===== config.mk =====
export PLATFORM = sky130hd
export DESIGN_NAME = cache_line_coherence_transition
export DESIGN_NICKNAME = d
export VERILOG_FILES = /design/src/rtl/core/cclt_pkg.sv /design/src/rtl/core/cclt_snoop.sv /design/src/rtl/core/cclt_eval.sv /design/src/rtl/core/cache_line_coherence_transition.sv
export SDC_FILE = /design/constraint.sdc
export NUM_CORES = 1
export LEC_CHECK = 0
export ABC_AREA = 1
export BUFFER_PORTS_ARGS = -buffer_cell sky130_fd_sc_hd__buf_2
export CORE_MARGIN = 2
export CORE_UTILIZATION = 51
export DETAILED_ROUTE_END_ITERATION = 8
export GPL_TIMING_DRIVEN = 0
export PLACE_DENSITY_LB_ADDON = 0.15
export REMOVE_ABC_BUFFERS = 1
export SYNTH_ARGS = -nofsm -noshare
export SYNTH_HDL_FRONTEND = slang
export SYNTH_SLANG_ARGS = --single-unit

===== constraint.sdc =====
create_clock -name clk -period 1.88 [get_ports clk]
set_input_delay 0.376 -clock clk [delete_from_list [all_inputs] [get_ports clk]]
set_output_delay 0.376 -clock clk [all_outputs]
set_load 0.02 [all_outputs]

===== src/rtl/core/cclt_pkg.sv =====
`timescale 1ns / 1ps
// ----------------------------------------------------------------------------
// cclt_pkg: types and codes for the cache line coherence transition block
// Holds the event, line state, snoop and outcome codes and the beat structs.
// ----------------------------------------------------------------------------
package cclt_pkg;

	// event codes
	localparam logic [2:0] OP_READ     = 3'd0;
	localparam logic [2:0] OP_WRITE    = 3'd1;
	localparam logic [2:0] OP_SNOOP    = 3'd2;
	localparam logic [2:0] OP_COMPLETE = 3'd3;
	localparam logic [2:0] OP_EVICT    = 3'd4;

	// line states: five stable, ten transient
	localparam logic [3:0] ST_I     = 4'd0;
	localparam logic [3:0] ST_UC    = 4'd1;
	localparam logic [3:0] ST_UD    = 4'd2;
	localparam logic [3:0] ST_SC    = 4'd3;
	localparam logic [3:0] ST_SD    = 4'd4;
	localparam logic [3:0] ST_UC_I  = 4'd5;
	localparam logic [3:0] ST_UD_I  = 4'd6;
	localparam logic [3:0] ST_SC_I  = 4'd7;
	localparam logic [3:0] ST_SD_I  = 4'd8;
	localparam logic [3:0] ST_I_UC  = 4'd9;
	localparam logic [3:0] ST_I_UD  = 4'd10;
	localparam logic [3:0] ST_I_SC  = 4'd11;
	localparam logic [3:0] ST_I_SD  = 4'd12;
	localparam logic [3:0] ST_UC_SC = 4'd13;
	localparam logic [3:0] ST_UD_SD = 4'd14;

	// snoop kinds as carried in the snoop_kind field
	localparam logic [3:0] SNP_ONCE          = 4'd0;
	localparam logic [3:0] SNP_SHARED        = 4'd1;
	localparam logic [3:0] SNP_CLEAN         = 4'd2;
	localparam logic [3:0] SNP_DATA          = 4'd3;
	localparam logic [3:0] SNP_CLEAN_SHARED  = 4'd4;
	localparam logic [3:0] SNP_CLEAN_INVALID = 4'd5;
	localparam logic [3:0] SNP_MAKE_INVALID  = 4'd6;
	localparam logic [3:0] SNP_STASH_UNIQUE  = 4'd7;
	localparam logic [3:0] SNP_STASH_SHARED  = 4'd8;

	// read/write outcome
	localparam logic [1:0] OUTC_COMPLETE = 2'd0;
	localparam logic [1:0] OUTC_PENDING  = 2'd1;
	localparam logic [1:0] OUTC_BLOCKED  = 2'd2;

	typedef struct packed {
		logic [2:0] op;
		logic [3:0] line_state;
		logic       ask_unique;
		logic [3:0] snoop_kind;
		logic       granted_unique;
		logic       granted_dirty;
	} cclt_req_t;

	typedef struct packed {
		logic [1:0] outcome;
		logic [3:0] next_state;
		logic       sends_data;
		logic       data_dirty;
		logic       is_ack;
		logic       evicted;
		logic       needs_writeback;
	} cclt_rsp_t;

	// snoop response shape handed from the snoop table to the evaluator
	typedef struct packed {
		logic [3:0] next_state;
		logic       sends_data;
		logic       data_dirty;
	} cclt_snp_t;

endpackage


===== src/rtl/core/cclt_snoop.sv =====
`timescale 1ns / 1ps
// ----------------------------------------------------------------------------
// cclt_snoop: snoop response table
// Maps a line state and snoop kind to the next state and data response.
// ----------------------------------------------------------------------------
module cclt_snoop
	import cclt_pkg::*;
(
	input  logic [3:0] line_state,
	input  logic [3:0] snoop_kind,
	output cclt_snp_t  snp
);

	// per-state properties, one bit per state code
	localparam logic [15:0] MASK_DIRTY  = 16'b0101_0101_0101_0100;
	localparam logic [15:0] MASK_UNIQUE = 16'b0000_0110_0110_0110;
	localparam logic [15:0] MASK_SUPPLY = 16'b0000_0001_0111_0110;

	logic sup;
	logic dty;
	logic unq;

	assign sup = MASK_SUPPLY[line_state];
	assign dty = MASK_DIRTY[line_state];
	assign unq = MASK_UNIQUE[line_state];

	always_comb begin
		snp.next_state = line_state;
		snp.sends_data = 1'b0;
		snp.data_dirty = 1'b0;
		case (snoop_kind)
			SNP_ONCE: begin
				if (sup) begin
					snp.sends_data = 1'b1;
					snp.data_dirty = dty;
				end
			end
			SNP_SHARED: begin
				if (line_state == ST_UC) begin
					snp.sends_data = 1'b1;
					snp.next_state = ST_SC;
				end else if (line_state == ST_UD) begin
					snp.sends_data = 1'b1;
					snp.data_dirty = 1'b1;
					snp.next_state = ST_SD;
				end else if (!(line_state inside {ST_SC, ST_SD})) begin
					snp.next_state = ST_I;
				end
			end
			SNP_CLEAN, SNP_DATA: begin
				if (sup) begin
					snp.sends_data = 1'b1;
					snp.data_dirty = dty;
					if (dty) begin
						snp.next_state = ST_SD;
					end else if (unq) begin
						snp.next_state = ST_SC;
					end
				end
			end
			SNP_CLEAN_SHARED: begin
				if (line_state inside {ST_UD, ST_SD}) begin
					snp.sends_data = 1'b1;
					snp.data_dirty = 1'b1;
					snp.next_state = ST_SC;
				end else if (line_state == ST_UC) begin
					snp.sends_data = 1'b1;
					snp.next_state = ST_SC;
				end else if (line_state != ST_SC) begin
					snp.next_state = ST_I;
				end
			end
			SNP_CLEAN_INVALID, SNP_MAKE_INVALID: begin
				if (line_state inside {ST_UD, ST_SD}) begin
					snp.sends_data = 1'b1;
					snp.data_dirty = 1'b1;
				end else if (line_state == ST_UC) begin
					snp.sends_data = 1'b1;
				end
				snp.next_state = ST_I;
			end
			default: begin
				// stash and unknown kinds: plain ack, no change
			end
		endcase
	end

endmodule


===== src/rtl/core/cclt_eval.sv =====
`timescale 1ns / 1ps
// ----------------------------------------------------------------------------
// cclt_eval: coherence transition evaluator
// Decides next state, outcome, snoop and eviction fields for one event.
// ----------------------------------------------------------------------------
module cclt_eval
	import cclt_pkg::*;
(
	input  cclt_req_t req,
	output cclt_rsp_t rsp
);

	logic [3:0] st;
	cclt_snp_t  snp;

	// state code 15 behaves as I
	assign st = (req.line_state > ST_UD_SD) ? ST_I : req.line_state;

	cclt_snoop u_snoop (
		.line_state (st),
		.snoop_kind (req.snoop_kind),
		.snp        (snp)
	);

	always_comb begin
		rsp                 = '0;
		rsp.next_state      = st;
		case (req.op)
			OP_READ: begin
				if (st == ST_I) begin
					rsp.outcome    = OUTC_PENDING;
					rsp.next_state = req.ask_unique ? ST_I_UC : ST_I_SC;
				end else if (st inside {ST_UC, ST_UD}) begin
					rsp.outcome = OUTC_COMPLETE;
				end else if (st inside {ST_SC, ST_SD}) begin
					rsp.outcome = req.ask_unique ? OUTC_PENDING : OUTC_COMPLETE;
				end else begin
					rsp.outcome = OUTC_BLOCKED;
				end
			end
			OP_WRITE: begin
				if (st == ST_I) begin
					rsp.outcome    = OUTC_PENDING;
					rsp.next_state = ST_I_UD;
				end else if (st inside {ST_UC, ST_UD}) begin
					rsp.outcome    = OUTC_COMPLETE;
					rsp.next_state = ST_UD;
				end else if (st inside {ST_SC, ST_SD}) begin
					rsp.outcome = OUTC_PENDING;
				end else begin
					rsp.outcome = OUTC_BLOCKED;
				end
			end
			OP_SNOOP: begin
				rsp.next_state = snp.next_state;
				rsp.sends_data = snp.sends_data;
				rsp.data_dirty = snp.data_dirty;
				rsp.is_ack     = !snp.sends_data;
			end
			OP_COMPLETE: begin
				case (st)
					ST_I_UC:                           rsp.next_state = ST_UC;
					ST_I_UD:                           rsp.next_state = ST_UD;
					ST_I_SC, ST_UC_SC:                 rsp.next_state = ST_SC;
					ST_I_SD, ST_UD_SD:                 rsp.next_state = ST_SD;
					ST_UC_I, ST_UD_I, ST_SC_I, ST_SD_I: rsp.next_state = ST_I;
					ST_SC, ST_SD: begin
						// upgrade completes only when ownership is granted
						if (req.granted_unique) begin
							rsp.next_state = req.granted_dirty ? ST_UD : ST_UC;
						end
					end
					default: begin
					end
				endcase
			end
			OP_EVICT: begin
				if (st inside {[ST_UC:ST_SD]}) begin
					rsp.next_state      = ST_I;
					rsp.evicted         = 1'b1;
					rsp.needs_writeback = (st inside {ST_UD, ST_SD});
				end
			end
			default: begin
			end
		endcase
	end

endmodule


===== src/rtl/core/cache_line_coherence_transition.sv =====
`timescale 1ns / 1ps
// ----------------------------------------------------------------------------
// cache_line_coherence_transition: coherence state decision for one line
// Takes one event beat per cycle when not stalled and returns one decision beat per event.
// ----------------------------------------------------------------------------
// Usage:
//   Request channel (req_valid / req_stall / req) carries one event beat:
//   event code, current line state and the event qualifiers.
//   Response channel (rsp_valid / rsp_stall / rsp) returns one decision beat
//   per event: next state, read/write outcome, snoop response shape and
//   eviction result.
//   Path: a beat accepted into the input register is looked up into the
//   result register and can be taken from there (input register, then
//   result register). Throughput: one beat per cycle when not stalled,
//   bounded by the single table lookup between the two registers.
//   Stall: a stalled response holds in the result register; the input
//   register keeps taking beats until it too is full, then req_stall rises.
//   Reset: both valid flags clear, nothing is in flight, req_stall is low.
// ----------------------------------------------------------------------------
module cache_line_coherence_transition
	import cclt_pkg::*;
(
	input  logic      clk,
	input  logic      arst_n,
	input  logic      req_valid,
	output logic      req_stall,
	input  cclt_req_t req,
	output logic      rsp_valid,
	input  logic      rsp_stall,
	output cclt_rsp_t rsp
);

	logic      valid_s1;
	cclt_req_t req_s1;
	logic      valid_s2;
	cclt_rsp_t rsp_s2;
	cclt_rsp_t rsp_next;
	logic      adv_s2;
	logic      adv_s1;

	// advance the result register when it is empty or being taken
	assign adv_s2 = !valid_s2 || !rsp_stall;
	// input register frees up when empty or when its beat moves on
	assign adv_s1 = !valid_s1 || adv_s2;
	assign req_stall = !adv_s1;

	cclt_eval u_eval (
		.req (req_s1),
		.rsp (rsp_next)
	);

	// valid flags: control state, cleared by reset
	always_ff @(posedge clk or negedge arst_n) begin
		if (!arst_n) begin
			valid_s1 <= 1'b0;
			valid_s2 <= 1'b0;
		end else begin
			if (adv_s1) begin
				valid_s1 <= req_valid;
			end
			if (adv_s2) begin
				valid_s2 <= valid_s1;
			end
		end
	end

	// payload: load only on advance, hold while stalled
	always_ff @(posedge clk) begin
		if (adv_s1 && req_valid) begin
			req_s1 <= req;
		end
		if (adv_s2 && valid_s1) begin
			rsp_s2 <= rsp_next;
		end
	end

	assign rsp_valid = valid_s2;
	assign rsp       = rsp_s2;

endmodule


[Yosys cells after proc, flatten, opt, wreduce, memory -nomap -nowiden]
Memory sizes are Yosys's and may differ from the RTL's.
Cells that the tools add are included.
Word-level totals
  flip-flop bits (word level): 27
  bits in latches: 0
  memory bits (writable): 0
  bits in read-only memories: 48
  bits of input ports: 18
  output and inout port bits: 13
  logic and storage cells: 108
  memories: 3
Memory list
  (no name shown): words 16, bits a word 1, read ports 1, clocked after memory_dff 0, write ports 0, RTL line cclt_snoop.sv:25  | assign unq = MASK_UNIQUE[line_state];
  (no name shown): words 16, bits a word 1, read ports 1, clocked after memory_dff 0, write ports 0, RTL line cclt_snoop.sv:24  | assign dty = MASK_DIRTY[line_state];
  (no name shown): words 16, bits a word 1, read ports 1, clocked after memory_dff 0, write ports 0, RTL line cclt_snoop.sv:23  | assign sup = MASK_SUPPLY[line_state];
Cells by class
  $add $sub $neg: 0
  multipliers: 0
  div/mod/pow operators: 0
  $lt $le $gt $ge: 4
  eq/ne operators: 25
  shift-type cells: 0
  multiplexer cells: 38
  bitwise gates (word level): 0
  reduce and logical (&&, ||, !) cells: 23
Operators with widths (number)
  two-way mux 4 bit: 11
  equality test 4 x 3 -> 1 bit (second input constant): 7
  equality test 4 bit (second input constant): 7
  case mux 4 bit (6 select lines): 1
  two-way mux 2 bit: 10
  case mux 4 bit (5 select lines): 1
  equality test 4 x 2 -> 1 bit (second input constant): 4
  case mux 4 bit (4 select lines): 1
  two-way mux 6 bit: 2
  two-way mux 5 bit: 2
  case mux 2 bit (5 select lines): 1
  OR reduction 2 bit: 5
  equality test 4 x 1 -> 1 bit (second input constant): 2
  logical NOT 4 bit: 2
  two-way mux 1 bit: 8
  equality test 3 x 2 -> 1 bit (second input constant): 2
  nonzero test 2 bit: 3
  logical NOT 1 bit: 5
  less-than comparator 4 x 5 -> 1 bit (second input constant): 1
  >= comparator 4 x 1 -> 1 bit (second input constant): 1
  > comparator 4 bit (second input constant): 1
  less-or-equal comparator 4 x 3 -> 1 bit (second input constant): 1
  != test 4 x 2 -> 1 bit (second input constant): 1
  case mux 2 bit (2 select lines): 1
  other kinds (7): 10

[Logic depth before layout (Yosys ltp)]
Gate-level depths: netlist of the first run.
  depth in word-level cells: 9
  gate-level depth with buffers: 16
  mapped depth without buffers: 14

[Hierarchy]
Synthesis of the first run repeated with hierarchy kept, for this count alone.
Unflattened totals
  cells, all modules: 257
  area total of the unflattened synthesis: 1941.9 um^2
Modules (own cells, without submodules)
  cache_line_coherence_transition: times used 1, cells each 37, area an instance 845.8 um^2, seq. area each 800.8 um^2
  cclt_eval: times used 1, cells each 125, area an instance 576.8 um^2, seq. area each 0.0 um^2
  cclt_snoop: times used 1, cells each 95, area an instance 519.2 um^2, seq. area each 0.0 um^2

[Least setup slack after synthesis of the first run]
No wires, ideal clock.
  path kind: flip-flop to flip-flop
  start: register req_s1[7] (netlist bit)
  end: register rsp_s2, in the netlist rsp[6] (data pin)
  library setup time: 0.254 ns
  arrival time: 1.754 ns
  data required time: 1.626 ns
  setup slack: -0.128 ns
  cell stages (with the launch flop): 15
  buffers on the path: 2
  clock period less this slack: 2.008 ns
  cells stage by stage: edfxtp_1 > buf_4 > inv_1 > ha_1 > buf_4 > o21bai_4 > inv_2 > nand2_4 > nand3b_4 > nand3_4 > nand2_2 > nand2_1 > nand3_1 > nand2_1 > nand2_1
RTL lines
  start, declared: RTL line cache_line_coherence_transition.sv:34  | cclt_req_t req_s1;
  start signal, assigned: RTL line cache_line_coherence_transition.sv:70  | req_s1 <= req;
  end signal, assigned: RTL line cache_line_coherence_transition.sv:73  | rsp_s2 <= rsp_next;
  end, declared: RTL line cache_line_coherence_transition.sv:36  | cclt_rsp_t rsp_s2;

==> results by stage, run 1 <==
STA:
- The worst slew margin relative to its limit is 35.4%.
- The worst slack on hold paths is 0.256 ns.
- The timing-limited maximum frequency is 0.484 GHz.
- The final count of pins violating max slew was 0.
- The post-route clock skew is 0.00606 ns.
- The clock period minus worst slack is 2.07 ns.
- Setup repair after global routing could not meet its margin everywhere.
- The final count of hold timing violations was 0.
- The post-layout worst setup margin is -0.187 ns.
- The worst path uses 110% of the clock period.
- At the pin with the least slew margin, the transition time is 0.969 ns.
- Setup violations remaining at the end of the flow were counted as 4.

Hold path:
- The tightest min-delay check is of the input pin to flop type.

Global route:
- The global router's overall resource usage is 22.3%.
- Entering global routing, the biggest net connects 17 pins.
- The number of global-route vias before repair is 1497.
- The overflow left after global routing is 0.
- The first global-routing pass estimated 7.12 mm of wire.
- The number of antenna violations at the first check in global routing is 0.

Final layout:
- The finished layout holds 326 standard cells, fillers aside.
- The finished cells cover 0.00231 mm^2.
- The sequential cells in the finished layout cover a total of 801 um^2.
- The number of antenna repair diodes is 0.
- The filler cell count is 321.
- Summing all multi-input logic gate instances after layout gives 968 um^2.
- For this run, the post-layout net count is 299.
- From synthesis to final layout, the design area changed by 23.6%.
- In the final layout, the share of cells above drive strength 1 is 34.5%.
- The share of the core filled with cells in the final layout is 64.2%.
- The most frequent standard cell in the layout excluding fill and tap cells is nand2_1.
- In the layout the commonest cells are nand2_1 (50), buf_2 (30), inv_1 (26), edfxtp_1 (25).

Clock network:
- The maximum count of clock buffers along a single path is 2.
- The TritonCTS clock tree is yes.
- The buffer cell driving the clock tree root is clkbuf_8.
- After clock tree synthesis, the clock-pin slew on the worst setup and hold paths is 0.10 ns.
- The number of buffers added by the clock tree synthesis step is 3.
- The clock net in this run drives a total of 27 sinks.
- The number of H-tree levels is 1.
- The clock latency on the worst-skew pair is 0.29 ns.

Setup path:
- At the worst endpoint, the required time is 1.93 ns.
- Data on the critical path arrives at its endpoint at 2.11 ns.
- The category of the most critical setup path is flop to flop.
- The type of origin of the critical path is a flop.
- The type of element capturing the critical path is a flop.
- Of all nets on the critical path, the largest fanout is 6.

Place:
- OpenSTA, run right after detailed placement, puts the worst setup slack at -0.814 ns.
- In this run the tool buffered the top-level ports with 30 buffer cells.
- The area of placed instances is 0.00204 mm^2.
- The detailed placement HPWL is 2.93 mm.
- The routability congestion estimate from global placement is 0.905.
- Once placement completed, the tool counted placed cells totaling 304.

Synth:
- The cell area that synthesis handed to floorplanning was 0.00187 mm^2.
- For this run, the number of Yosys warnings is 0.
- The cell type with the largest total area after synthesis is edfxtp_1.
- The most used flip-flop cell after synthesis is edfxtp_1.
- By area the synthesized netlist is led by edfxtp_1 (40%), nand2_1 (12%), inv_1 (5.4%).
- The synthesized design contains 27 register bits.
- The post-synthesis area per instance is 8.11 um^2.
- Counting flops with an async set or reset pin after synthesis yields a share of 7.41%.
- The number of standard cells after synthesis is 231.
- Yosys mapped a number of flops with a built-in enable equal to 25.
- The share of the synthesized area in the top cell type is 40.1%.
- The sequential fraction of the synthesis area is 42.8%.
- The distinct cell type count of the synthesized netlist is 33.

Floorplan:
- The floorplan has 22 rows.
- 31 I/O pins were placed.
- For this configuration, the core starts out at a cell density of 51.9%.
- The standard cell core area is 0.00361 mm^2.
- The die covers 0.00417 mm^2.
- The vertical die dimension is 64.6 um.
- The chip width is 64.6 um.

Route:
- The total routed wirelength is 4.35 mm.
- The remaining design rule violation count is 0.
- After the first detailed-routing iteration, the DRC count stood at 151.
- The detail-routed via count per cell is 5.27.
- The post-detailed-route wirelength per cell is 13.3 um.
- Before antenna repair, the detailed router went through 4 iterations.
- In this run the remaining antenna-violating nets after routing total 0.
- The overall via count from detail_route is 1719.

Job:
- The reported max-cap violation count is 0.

Pwr:
- The leakage power total is 1.11 nW.
- The total power per unit cell area is 693 mW/mm^2.
- The peak supply drop is 0.000442 V.

Status:
- The final reports fail on setup timing.
- The run finished, with violations left.
==> cell families (layout without fill, tap and decap cells) <==
| logic type | Yosys count | in the layout | share of synthesized area, % |
|---|---|---|---|
| AND/OR/NAND/NOR | 127 | 127 | 33.6 |
| AO/OA/AOI/OAI | 35 | 35 | 12.8 |
| flip-flops | 27 | 27 | 42.8 |
| adder cells (fa/ha/maj) | 2 | 2 | 1.34 |
| buffers and inverters | 40 | 87 | 9.49 |
==> report_power, final <==
part	switching, mW	leakage [nW]	internal (mW)
registers	0.0266	0.265	0.726
logic	0.319	0.820	0.185
clock network	0.197	0.0217	0.151
total	0.542	1.11	1.06
==> cell usage after synthesis, types with 2 or more instances <==
| master | n |
|---|---|
| nand2_1 | 59 |
| inv_1 | 27 |
| edfxtp_1 | 25 |
| nand3_1 | 19 |
| nor2_1 | 17 |
| a21oi_1 | 10 |
| nand4_1 | 10 |
| o21ai_0 | 10 |
| nand2_2 | 6 |
| inv_2 | 5 |
| nor3_1 | 4 |
| o211ai_1 | 4 |
| buf_4 | 3 |
| nand2_4 | 3 |
| nor2_2 | 3 |
| a21boi_1 | 2 |
| a31oi_1 | 2 |
| buf_6 | 2 |
| clkinv_1 | 2 |
| dfrtp_1 | 2 |
| ha_1 | 2 |
| o21ai_4 | 2 |
| o31ai_1 | 2 |
==> sequential cells by signal, summed over array words and instances (netlist names) <==
name / count
rsp: 11
rsp_valid: 1
valid_s1: 1
req_s1: 14
==> final cells by class <==
type                       count  area share, %
timing repair buffer          48           13.1
inverter                      35           5.78
tap                           48           2.59
multi-input combinational    164           41.8
clock buffer                   3           1.78
clock inverter                 1          0.324
sequential                    27           34.6
==> timing repair <==
action / CTS / global route
hold buffers: 1 / 0
cloned: 0 / 0
setup buffers: 15 / 2
endpoints found under the setup margin: 11 / 8
pin swaps: 4 / 8
gates resized for setup: 10 / 16
endpoints found under the hold margin: 2 / 0
==> critical path, cell delays in order, from the launching register on <==
cell	delay (ns)
edfxtp_1	0.48
ha_4	0.22
buf_8	0.13
buf_4	0.13
nor2_1	0.09
o211ai_1	0.14
nand3b_4	0.12
nand3_4	0.10
nand3_1	0.09
nand2_1	0.10
a21oi_2	0.14
nand2_2	0.07
==> worst paths after layout <==
kind / to / slack [ns] / from / cells past startpoint
max: rsp[6] / -0.19 / req_s1[8] / 11
min: req_s1[6] / 0.26 / req[6] / 1
max reg2reg: rsp[6] / -0.19 / req_s1[8] / 11
min reg2reg: rsp_valid / 0.47 / valid_s1 / 2
max in group asynchronous: rsp_valid / 1.37 / arst_n / 2
min in group asynchronous: valid_s1 / 0.41 / arst_n / 2
==> per-stage QoR <==
stage	TNS, ns	power [mW]
final	-0.668	1.60
after detailed placement	-6.08	1.17
after global placement	-6.33	1.17
after floorplan	-1.95	1.07
after global routing	-1.22	1.69
after CTS	-0.287	1.56
==> layer usage <==
metal	vias to the layer above	global-route usage (%)	routed length [um]
li1	878	-	-
met1	777	32.8	1980
met2	55	33.2	2060
met3	9	3.13	207
met4	0	8.78	102
met5	-	0	0
(Power assumes the default switching activity.)
==> run 2: changes to the inputs <==
--- a/config.mk
+++ b/config.mk
@@ -9,5 +9,5 @@
 export BUFFER_PORTS_ARGS = -buffer_cell sky130_fd_sc_hd__buf_2
 export CORE_MARGIN = 2
-export CORE_UTILIZATION = 51
+export CORE_UTILIZATION = 43
 export DETAILED_ROUTE_END_ITERATION = 8
 export GPL_TIMING_DRIVEN = 0
==> constraint.sdc (replaced) <==
create_clock -name clk -period 1.88 [get_ports clk]
set_input_delay 0.094 -clock clk [delete_from_list [all_inputs] [get_ports clk]]
set_output_delay 0.094 -clock clk [all_outputs]
set_load 0.02 [all_outputs]
==> run 2 against run 1 <==
  * The flow still finishes with violations (setup timing)
  * Clock skew down 0.0024 ns
  * Critical endpoint unchanged
  * Critical path type unchanged
  * Global-route usage down 2.6 points
  * Via count up 5.8%
  * Register-to-register slack worse by 0.02 ns
  * Wire length up 8.4%
  * Largest power group unchanged
  * Critical path depth up 2
  * Final cell count up 6.7%
==> results by stage, run 2 (synthesis gave the netlist of run 1 again) <==
Status:
- Status: finished, violations left (unchanged).
- Violations in the final reports: setup timing (unchanged).

Clock network:
- The number of H-tree levels is 1 (unchanged).
- The number of buffers added by the clock tree synthesis step is 3 (unchanged).
- The clock slew at the register clock pins of the worst setup and hold paths is 0.10 ns (about the same).
- The count of clock tree sinks was 27 (unchanged).
- The TritonCTS clock tree is yes (unchanged).
- The clock latency on the worst-skew pair is 0.28 ns (was 0.29 ns).
- The buffer cell driving the clock tree root is clkbuf_8 (unchanged).
- The maximum count of clock buffers along a single path was 2 (unchanged).

Setup path:
- The depth of the critical timing path with buffers and inverters included is 13 (was 11).
- The setup slack of the most critical reg-to-reg path is -0.21 ns (was -0.19 ns).
- The standard cell with the maximum stage delay on the critical path is edfxtp_1 (unchanged).
- The start point of the critical path was req_s1[8] (unchanged).
- The critical-path maximum fanout came to 7 (was 6).
- The type of origin of the critical path was a flop (unchanged).
- The delay of the slowest cell on the worst path is 0.43 ns (was 0.48 ns).
- The family with the most delay on the worst path is simple AND/OR/NAND/NOR gates (unchanged).
- The category of the most critical setup path is flop to flop (unchanged).
- The terminus of the critical flop-to-flop path is rsp[6] (unchanged).
- The destination of the critical timing path is rsp[6] (unchanged).
- Critical-path cell list: buf_6 > ha_4 > buf_8 > o21bai_4 > inv_2 > nand2_4 > nand3b_4 > nand3_4 > nand2_4 > nand2_2 > nand3_2 > nand2_1 > nand2_1 (was ha_4 > buf_8 > buf_4 > nor2_1 > o211ai_1 > nand3b_4 > nand3_4 > nand3_1 > nand2_1 > a21oi_2 > nand2_2).
- The depth of the worst register-to-register path came to 13 (was 11).
- The type of element capturing the critical path is a flop (unchanged).
- The critical register-to-register path startpoint is req_s1[8] (unchanged).
- The required time at the endpoint of the critical path is 1.93 ns (about the same).
- The data arrival time of the critical path is 2.13 ns (was 2.11 ns).
- The combined buffer and inverter count along the critical path came to 3 (was 2).

Pwr:
- The total power per unit cell area was 658 mW/mm^2 (was 693 mW/mm^2).
- The total power consumption of the routed design was 1.65 mW (was 1.60 mW).
- The leakage power total was 1.19 nW (was 1.11 nW).
- The peak supply drop is 0.000432 V (was 0.000442 V).

STA:
- The post-layout worst setup margin is -0.206 ns (was -0.187 ns).
- The clock period minus worst slack is 2.09 ns (was 2.07 ns).
- The final count of hold timing violations was 0 (unchanged).
- The final critical-path share of the clock period was 111% (was 110%).
- The total setup violations reported at the end of the flow is 7 (was 4).
- The timing-limited maximum frequency came to 0.479 GHz (was 0.484 GHz).
- The post-route clock skew came to 0.00364 ns (was 0.00606 ns).
- The worst slew margin relative to its limit is 27.4% (was 35.4%).
- Setup repair after global routing missed its margin: yes (unchanged).
- The final count of pins violating max slew was 0 (unchanged).
- The worst-margin pin slew was 1.09 ns (was 0.969 ns).
- The worst slack on hold paths is 0.0185 ns (was 0.256 ns).

Route:
- The detail-routed via count per cell is 5.23 (was 5.27).
- The overall via count from detail_route is 1819 (was 1719).
- The remaining antenna violation count is 0 (unchanged).
- The number of optimization iterations in the first detailed-route pass is 4 (unchanged).
- The remaining design rule violation count is 0 (unchanged).
- The post-detailed-route wirelength per cell was 13.5 um (was 13.3 um).
- The DRC violation total after the first TritonRoute iteration came to 100 (was 151).
- The total routed wirelength came to 4.71 mm (was 4.35 mm).

Final layout:
- The number of antenna repair diodes is 0 (unchanged).
- Top library cells by usage in the layout, fill and taps aside: nand2_1 (51), buf_2 (30), inv_1 (26), edfxtp_1 (25), buf_4 (18) (was nand2_1 (50), buf_2 (30), inv_1 (26), edfxtp_1 (25)).
- The count of nets after finishing is 317 (was 299).
- The flip-flop count of the largest register, all copies and words added came to 14 (unchanged).
- The most frequent standard cell in the layout excluding fill and tap cells is nand2_1 (unchanged).
- The share of the core filled with cells in the final layout came to 58.7% (was 64.2%).
- The growth of design area from synthesis to finish is 33.7% (was 23.6%).
- The fraction of final layout cells sized beyond drive strength 1 is 34.1% (was 34.5%).
- The number of non-filler instances in the completed layout is 348 (was 326).
- The most flop-heavy register is req_s1 (unchanged).

Global route:
- The global router's overall resource usage is 19.6% (was 22.3%).
- The number of antenna violations at the first check in global routing came to 0 (unchanged).
- The overflow left after global routing was 0 (unchanged).
- The number of global-route vias before repair is 1686 (was 1497).
- The maximum number of pins on one net before global-route repair was 17 (unchanged).
- The first-pass GRT wire length is 7.65 mm (was 7.12 mm).

Floorplan:
- The initial core utilization was 43.9% (was 51.9%).
- The number of I/O pins is 31 (unchanged).
- The standard cell core area is 0.00426 mm^2 (was 0.00361 mm^2).
- The number of cell rows is 24 (was 22).
- The chip width is 70 um (was 64.6 um).
- The vertical die dimension came to 70 um (was 64.6 um).
- The total die area is 0.00490 mm^2 (was 0.00417 mm^2).

Place:
- The number of cells in the design after placement came to 308 (was 304).
- The detailed placement HPWL is 3.22 mm (was 2.93 mm).
- The routability congestion estimate from global placement is 0.935 (was 0.905).
- The setup slack at placement is -0.864 ns (was -0.814 ns).
- The port buffer count is 30 (unchanged).

Job:
- The reported max-cap violation count is 0 (unchanged).

Hold path:
- The worst min-delay path category was input pin to flop (unchanged).
[run 2: cell type report]
class                      count  area (um^2)
sequential                    27          801
tap                           52         65.1
clock buffer                   3         41.3
inverter                      35          134
clock inverter                 1         7.51
timing repair buffer          66          473
multi-input combinational    164          983
fill                         397         1760
[run 2: routing by layer]
metal | track usage [%] | routed length [um] | up-vias
li1 | - | - | 912
met1 | 25.5 | 2080 | 840
met2 | 32.5 | 2380 | 62
met3 | 2.89 | 200 | 5
met4 | 8.76 | 55 | 0
met5 | 0 | 0 | -
[run 2: metrics by stage]
| step | instance area [um^2] | TNS [ns] |
|---|---|---|
| final | 2500 | -1.07 |
| after global routing | 2500 | -1.60 |
| after CTS | 2430 | -0.453 |
| after detailed placement | 2040 | -6.15 |
| after global placement | 2040 | -6.60 |
| after floorplan | 1830 | -1.95 |
[run 2: where the power goes]
part           switching, mW  internal [mW]  total, mW
registers             0.0262          0.726      0.752
logic                  0.332          0.214      0.546
clock network          0.198          0.151      0.349
[run 2: worst min-delay path: stages]
cell and delay (ns):
buf_2 0.07, nand2_1 0.05, nand2_1 0.05
[run 2: worst min path at each step]
stage                          from         to  slack [ns]  cells past startpoint
final                     req_valid   valid_s1        0.02                      3
after global routing      req_valid   valid_s1        0.05                      3
after CTS                 req_valid   valid_s1        0.01                      3
after detailed placement     arst_n  rsp_valid       -0.12                      1
after global placement       arst_n  rsp_valid       -0.12                      1
after floorplan              arst_n  rsp_valid       -0.20                      0
[run 2: what timing repair did]
action                                  in CTS  in global routing
hold buffers                                15                  0
pin swaps                                    9                 10
endpoints found under the setup margin      11                  9
resized for setup                           17                 12
endpoints found under the hold margin       16                  0
setup buffers                               16                  5
==> run 3: changes to the inputs <==
Settings changed: TNS_END_PERCENT set to 30.
==> run 3 against run 2 <==
  * The run still ends with setup timing left
  * Global-route usage did not move
  * Flip-flop and latch count did not move
  * Hold slack got worse by 0.0013 ns
  * Utilization fell by 0.50 points
  * Wire length fell by 0.51%
  * Die area did not move
==> results by stage, run 3 (synthesis gave the netlist of run 1 again) <==
Status:
- Status: finished, violations left (unchanged).
- Violations in the final reports: setup timing (unchanged).

Global route:
- The first-pass GRT wire length came to 7.65 mm (unchanged).
- The maximum number of pins on one net before global-route repair was 17 (unchanged).
- The global routing usage on met3 came to 2.89% (unchanged).
- The global router's overall resource usage is 19.6% (unchanged).
- The global-route layer with the greatest usage is met2 (unchanged).
- The number of global-route vias before repair is 1686 (unchanged).
- The number of antenna violations at the first check in global routing is 0 (unchanged).
- The met1 track demand over resource in global routing was 25.5% (unchanged).
- The met2 capacity usage during global routing came to 32.5% (unchanged).
- The overflow left after global routing is 0 (unchanged).

Pwr:
- The logic gate share of total power is 32.7% (was 33.1%).
- The internal cell power is 1.08 mW (was 1.09 mW).
- The peak supply drop is 0.000416 V (was 0.000432 V).
- The total power per unit cell area is 659 mW/mm^2 (was 658 mW/mm^2).
- The reported net switching power is 552 uW (was 556 uW).
- The power share of the clock group is 21.3% (was 21.2%).
- The leakage power total is 1.18 nW (was 1.19 nW).
- The share of total power consumed by net switching was 33.7% (was 33.8%).
- The part of the power in registers is 46.0% (was 45.7%).

Setup path:
- The type of element capturing the critical path was a flop (unchanged).
- The critical register-to-register path startpoint was req_s1[8] (unchanged).
- The terminus of the critical flop-to-flop path is rsp[8] (was rsp[6]).
- The category of the most critical setup path is flop to flop (unchanged).
- The critical-path maximum fanout is 7 (unchanged).
- The start point of the critical path is req_s1[8] (unchanged).
- The type of origin of the critical path is a flop (unchanged).
- The required time at the endpoint of the critical path came to 1.92 ns (was 1.93 ns).
- The setup slack of the most critical reg-to-reg path is -0.20 ns (was -0.21 ns).
- The data arrival time of the critical path was 2.11 ns (was 2.13 ns).
- The depth of the worst register-to-register path is 11 (was 13).

Job:
- The reported max-cap violation count was 0 (unchanged).

Floorplan:
- The initial core utilization was 43.9% (unchanged).
- The number of I/O pins is 31 (unchanged).
- The standard cell core area is 0.00426 mm^2 (unchanged).
- The total die area is 0.00490 mm^2 (unchanged).
- The vertical die dimension is 70 um (unchanged).
- The chip width is 70 um (unchanged).
- The number of cell rows came to 24 (unchanged).

Clock network:
- The maximum count of clock buffers along a single path was 2 (unchanged).
- The buffer cell driving the clock tree root is clkbuf_8 (unchanged).
- The count of clock tree sinks was 27 (unchanged).
- The number of buffers added by the clock tree synthesis step is 3 (unchanged).
- The clock latency on the worst-skew pair came to 0.28 ns (about the same).
- The number of H-tree levels is 1 (unchanged).
- The clock slew at the register clock pins of the worst setup and hold paths is 0.10 ns (about the same).
- The TritonCTS clock tree is yes (unchanged).

STA:
- The timing-limited maximum frequency is 0.482 GHz (was 0.479 GHz).
- The worst slack on hold paths is 0.0172 ns (was 0.0185 ns).
- The final critical-path share of the clock period is 110% (was 111%).
- The worst-margin pin slew is 1.09 ns (about the same).
- The clock period minus worst slack is 2.08 ns (was 2.09 ns).
- The final count of hold timing violations is 0 (unchanged).
- Setup repair after global routing missed its margin: yes (unchanged).
- The post-route clock skew is 0.00286 ns (was 0.00364 ns).
- The worst slew margin relative to its limit is 27.3% (was 27.4%).
- The total setup violations reported at the end of the flow is 6 (was 7).
- The final count of pins violating max slew was 0 (unchanged).
- The post-layout worst setup margin was -0.196 ns (was -0.206 ns).

Route:
- The number of optimization iterations in the first detailed-route pass is 4 (unchanged).
- The overall via count from detail_route is 1787 (was 1819).
- The remaining design rule violation count is 0 (unchanged).
- The DRC violation total after the first TritonRoute iteration is 64 (was 100).
- The detail-routed via count per cell is 5.15 (was 5.23).
- The total routed wirelength came to 4.69 mm (was 4.71 mm).
- The post-detailed-route wirelength per cell is 13.5 um (about the same).
- The remaining antenna violation count is 0 (unchanged).

Place:
- The detailed placement HPWL is 3.22 mm (unchanged).
- The routability congestion estimate from global placement is 0.935 (unchanged).
- The port buffer count is 30 (unchanged).
- The setup slack at placement is -0.864 ns (unchanged).

Hold path:
- The worst hold endpoint is valid_s1 (unchanged).
- The startpoint of the most critical hold path was req_valid (unchanged).
- The number of cells traversed by the worst hold path is 3 (unchanged).
- The worst min-delay path category is input pin to flop (unchanged).

Final layout:
- The area of combinational cells with multiple inputs came to 970 um^2 (was 983 um^2).
- The most flop-heavy register is req_s1 (unchanged).
- The storage element area is 801 um^2 (unchanged).
- The fraction of final layout cells sized beyond drive strength 1 came to 32.9% (was 34.1%).
- The filler cell count was 401 (was 397).
- The growth of design area from synthesis to finish is 32.6% (was 33.7%).
- The number of antenna repair diodes is 0 (unchanged).
- Top library cells by usage in the layout, fill and taps aside: nand2_1 (51), buf_2 (30), inv_1 (26), edfxtp_1 (25) (was nand2_1 (51), buf_2 (30), inv_1 (26), edfxtp_1 (25), buf_4 (18)).
- The share of the core filled with cells in the final layout is 58.2% (was 58.7%).
- The most frequent standard cell in the layout excluding fill and tap cells was nand2_1 (unchanged).
- The flip-flop count of the largest register, all copies and words added is 14 (unchanged).
- The count of nets after finishing is 316 (was 317).
## run 3: changes by cell type in the layout (fill, tap and decap cells not counted), sizes merged
cell  change
buf       -1
## run 3: critical path: stages, from the launching register on
cell and delay (ns):
edfxtp_1 0.43, buf_6 0.15, ha_4 0.17, buf_8 0.13
o21bai_4 0.25, inv_2 0.09, nand2_4 0.09, nand3b_4 0.09
nand3_4 0.11, nand2_4 0.06, a21boi_2 0.16, a21boi_1 0.10
## run 3: layer usage
layer	up-vias	routed length [um]
li1	907	-
met3	8	181
met4	0	87
met1	820	2090
met5	-	0
met2	52	2320
## run 3: repair_timing
item	CTS	global route
hold endpoints to repair	16	0
setup buffers	16	4
pin swaps	9	8
endpoints found under the setup margin	11	9
gates resized for setup	17	9
hold buffers	15	0
## run 3: power by group through the flow
stage	Combinational (mW)	Sequential, mW	Clock, mW
finish	0.535	0.752	0.349
global route	0.587	0.759	0.375
detailed placement	0.399	0.783	0
global placement	0.397	0.780	0
floorplan	0.254	0.814	0
CTS	0.505	0.752	0.351
## run 3: stage by stage
stage / cell area [um^2] / total power [mW] / std cells / TNS, ns
final: 2480 / 1.64 / 347 / -0.757
after global routing: 2480 / 1.72 / 347 / -1.30
after CTS: 2430 / 1.61 / 343 / -0.453
after detailed placement: 2040 / 1.18 / 308 / -6.15
after global placement: 2040 / 1.18 / 308 / -6.60
after floorplan: 1830 / 1.07 / 226 / -1.95
## run 3: how the worst max path moves through the flow
stage                         to  slack (ns)  cells past startpoint
final                     rsp[8]       -0.20                     11
after global routing      rsp[6]       -0.29                     13
after CTS                 rsp[6]       -0.13                     13
after detailed placement  rsp[6]       -0.86                     13
after global placement    rsp[6]       -0.88                     13
after floorplan           rsp[6]       -0.38                     13
## run 3: final cells by class
cell class / instances / share of cell area (%)
Clock buffer: 3 / 1.66
Multi-Input combinational cell: 164 / 39.0
Clock inverter: 1 / 0.302
Timing Repair Buffer: 65 / 18.7
Tap cell: 52 / 2.62
Inverter: 35 / 5.39
Sequential cell: 27 / 32.2
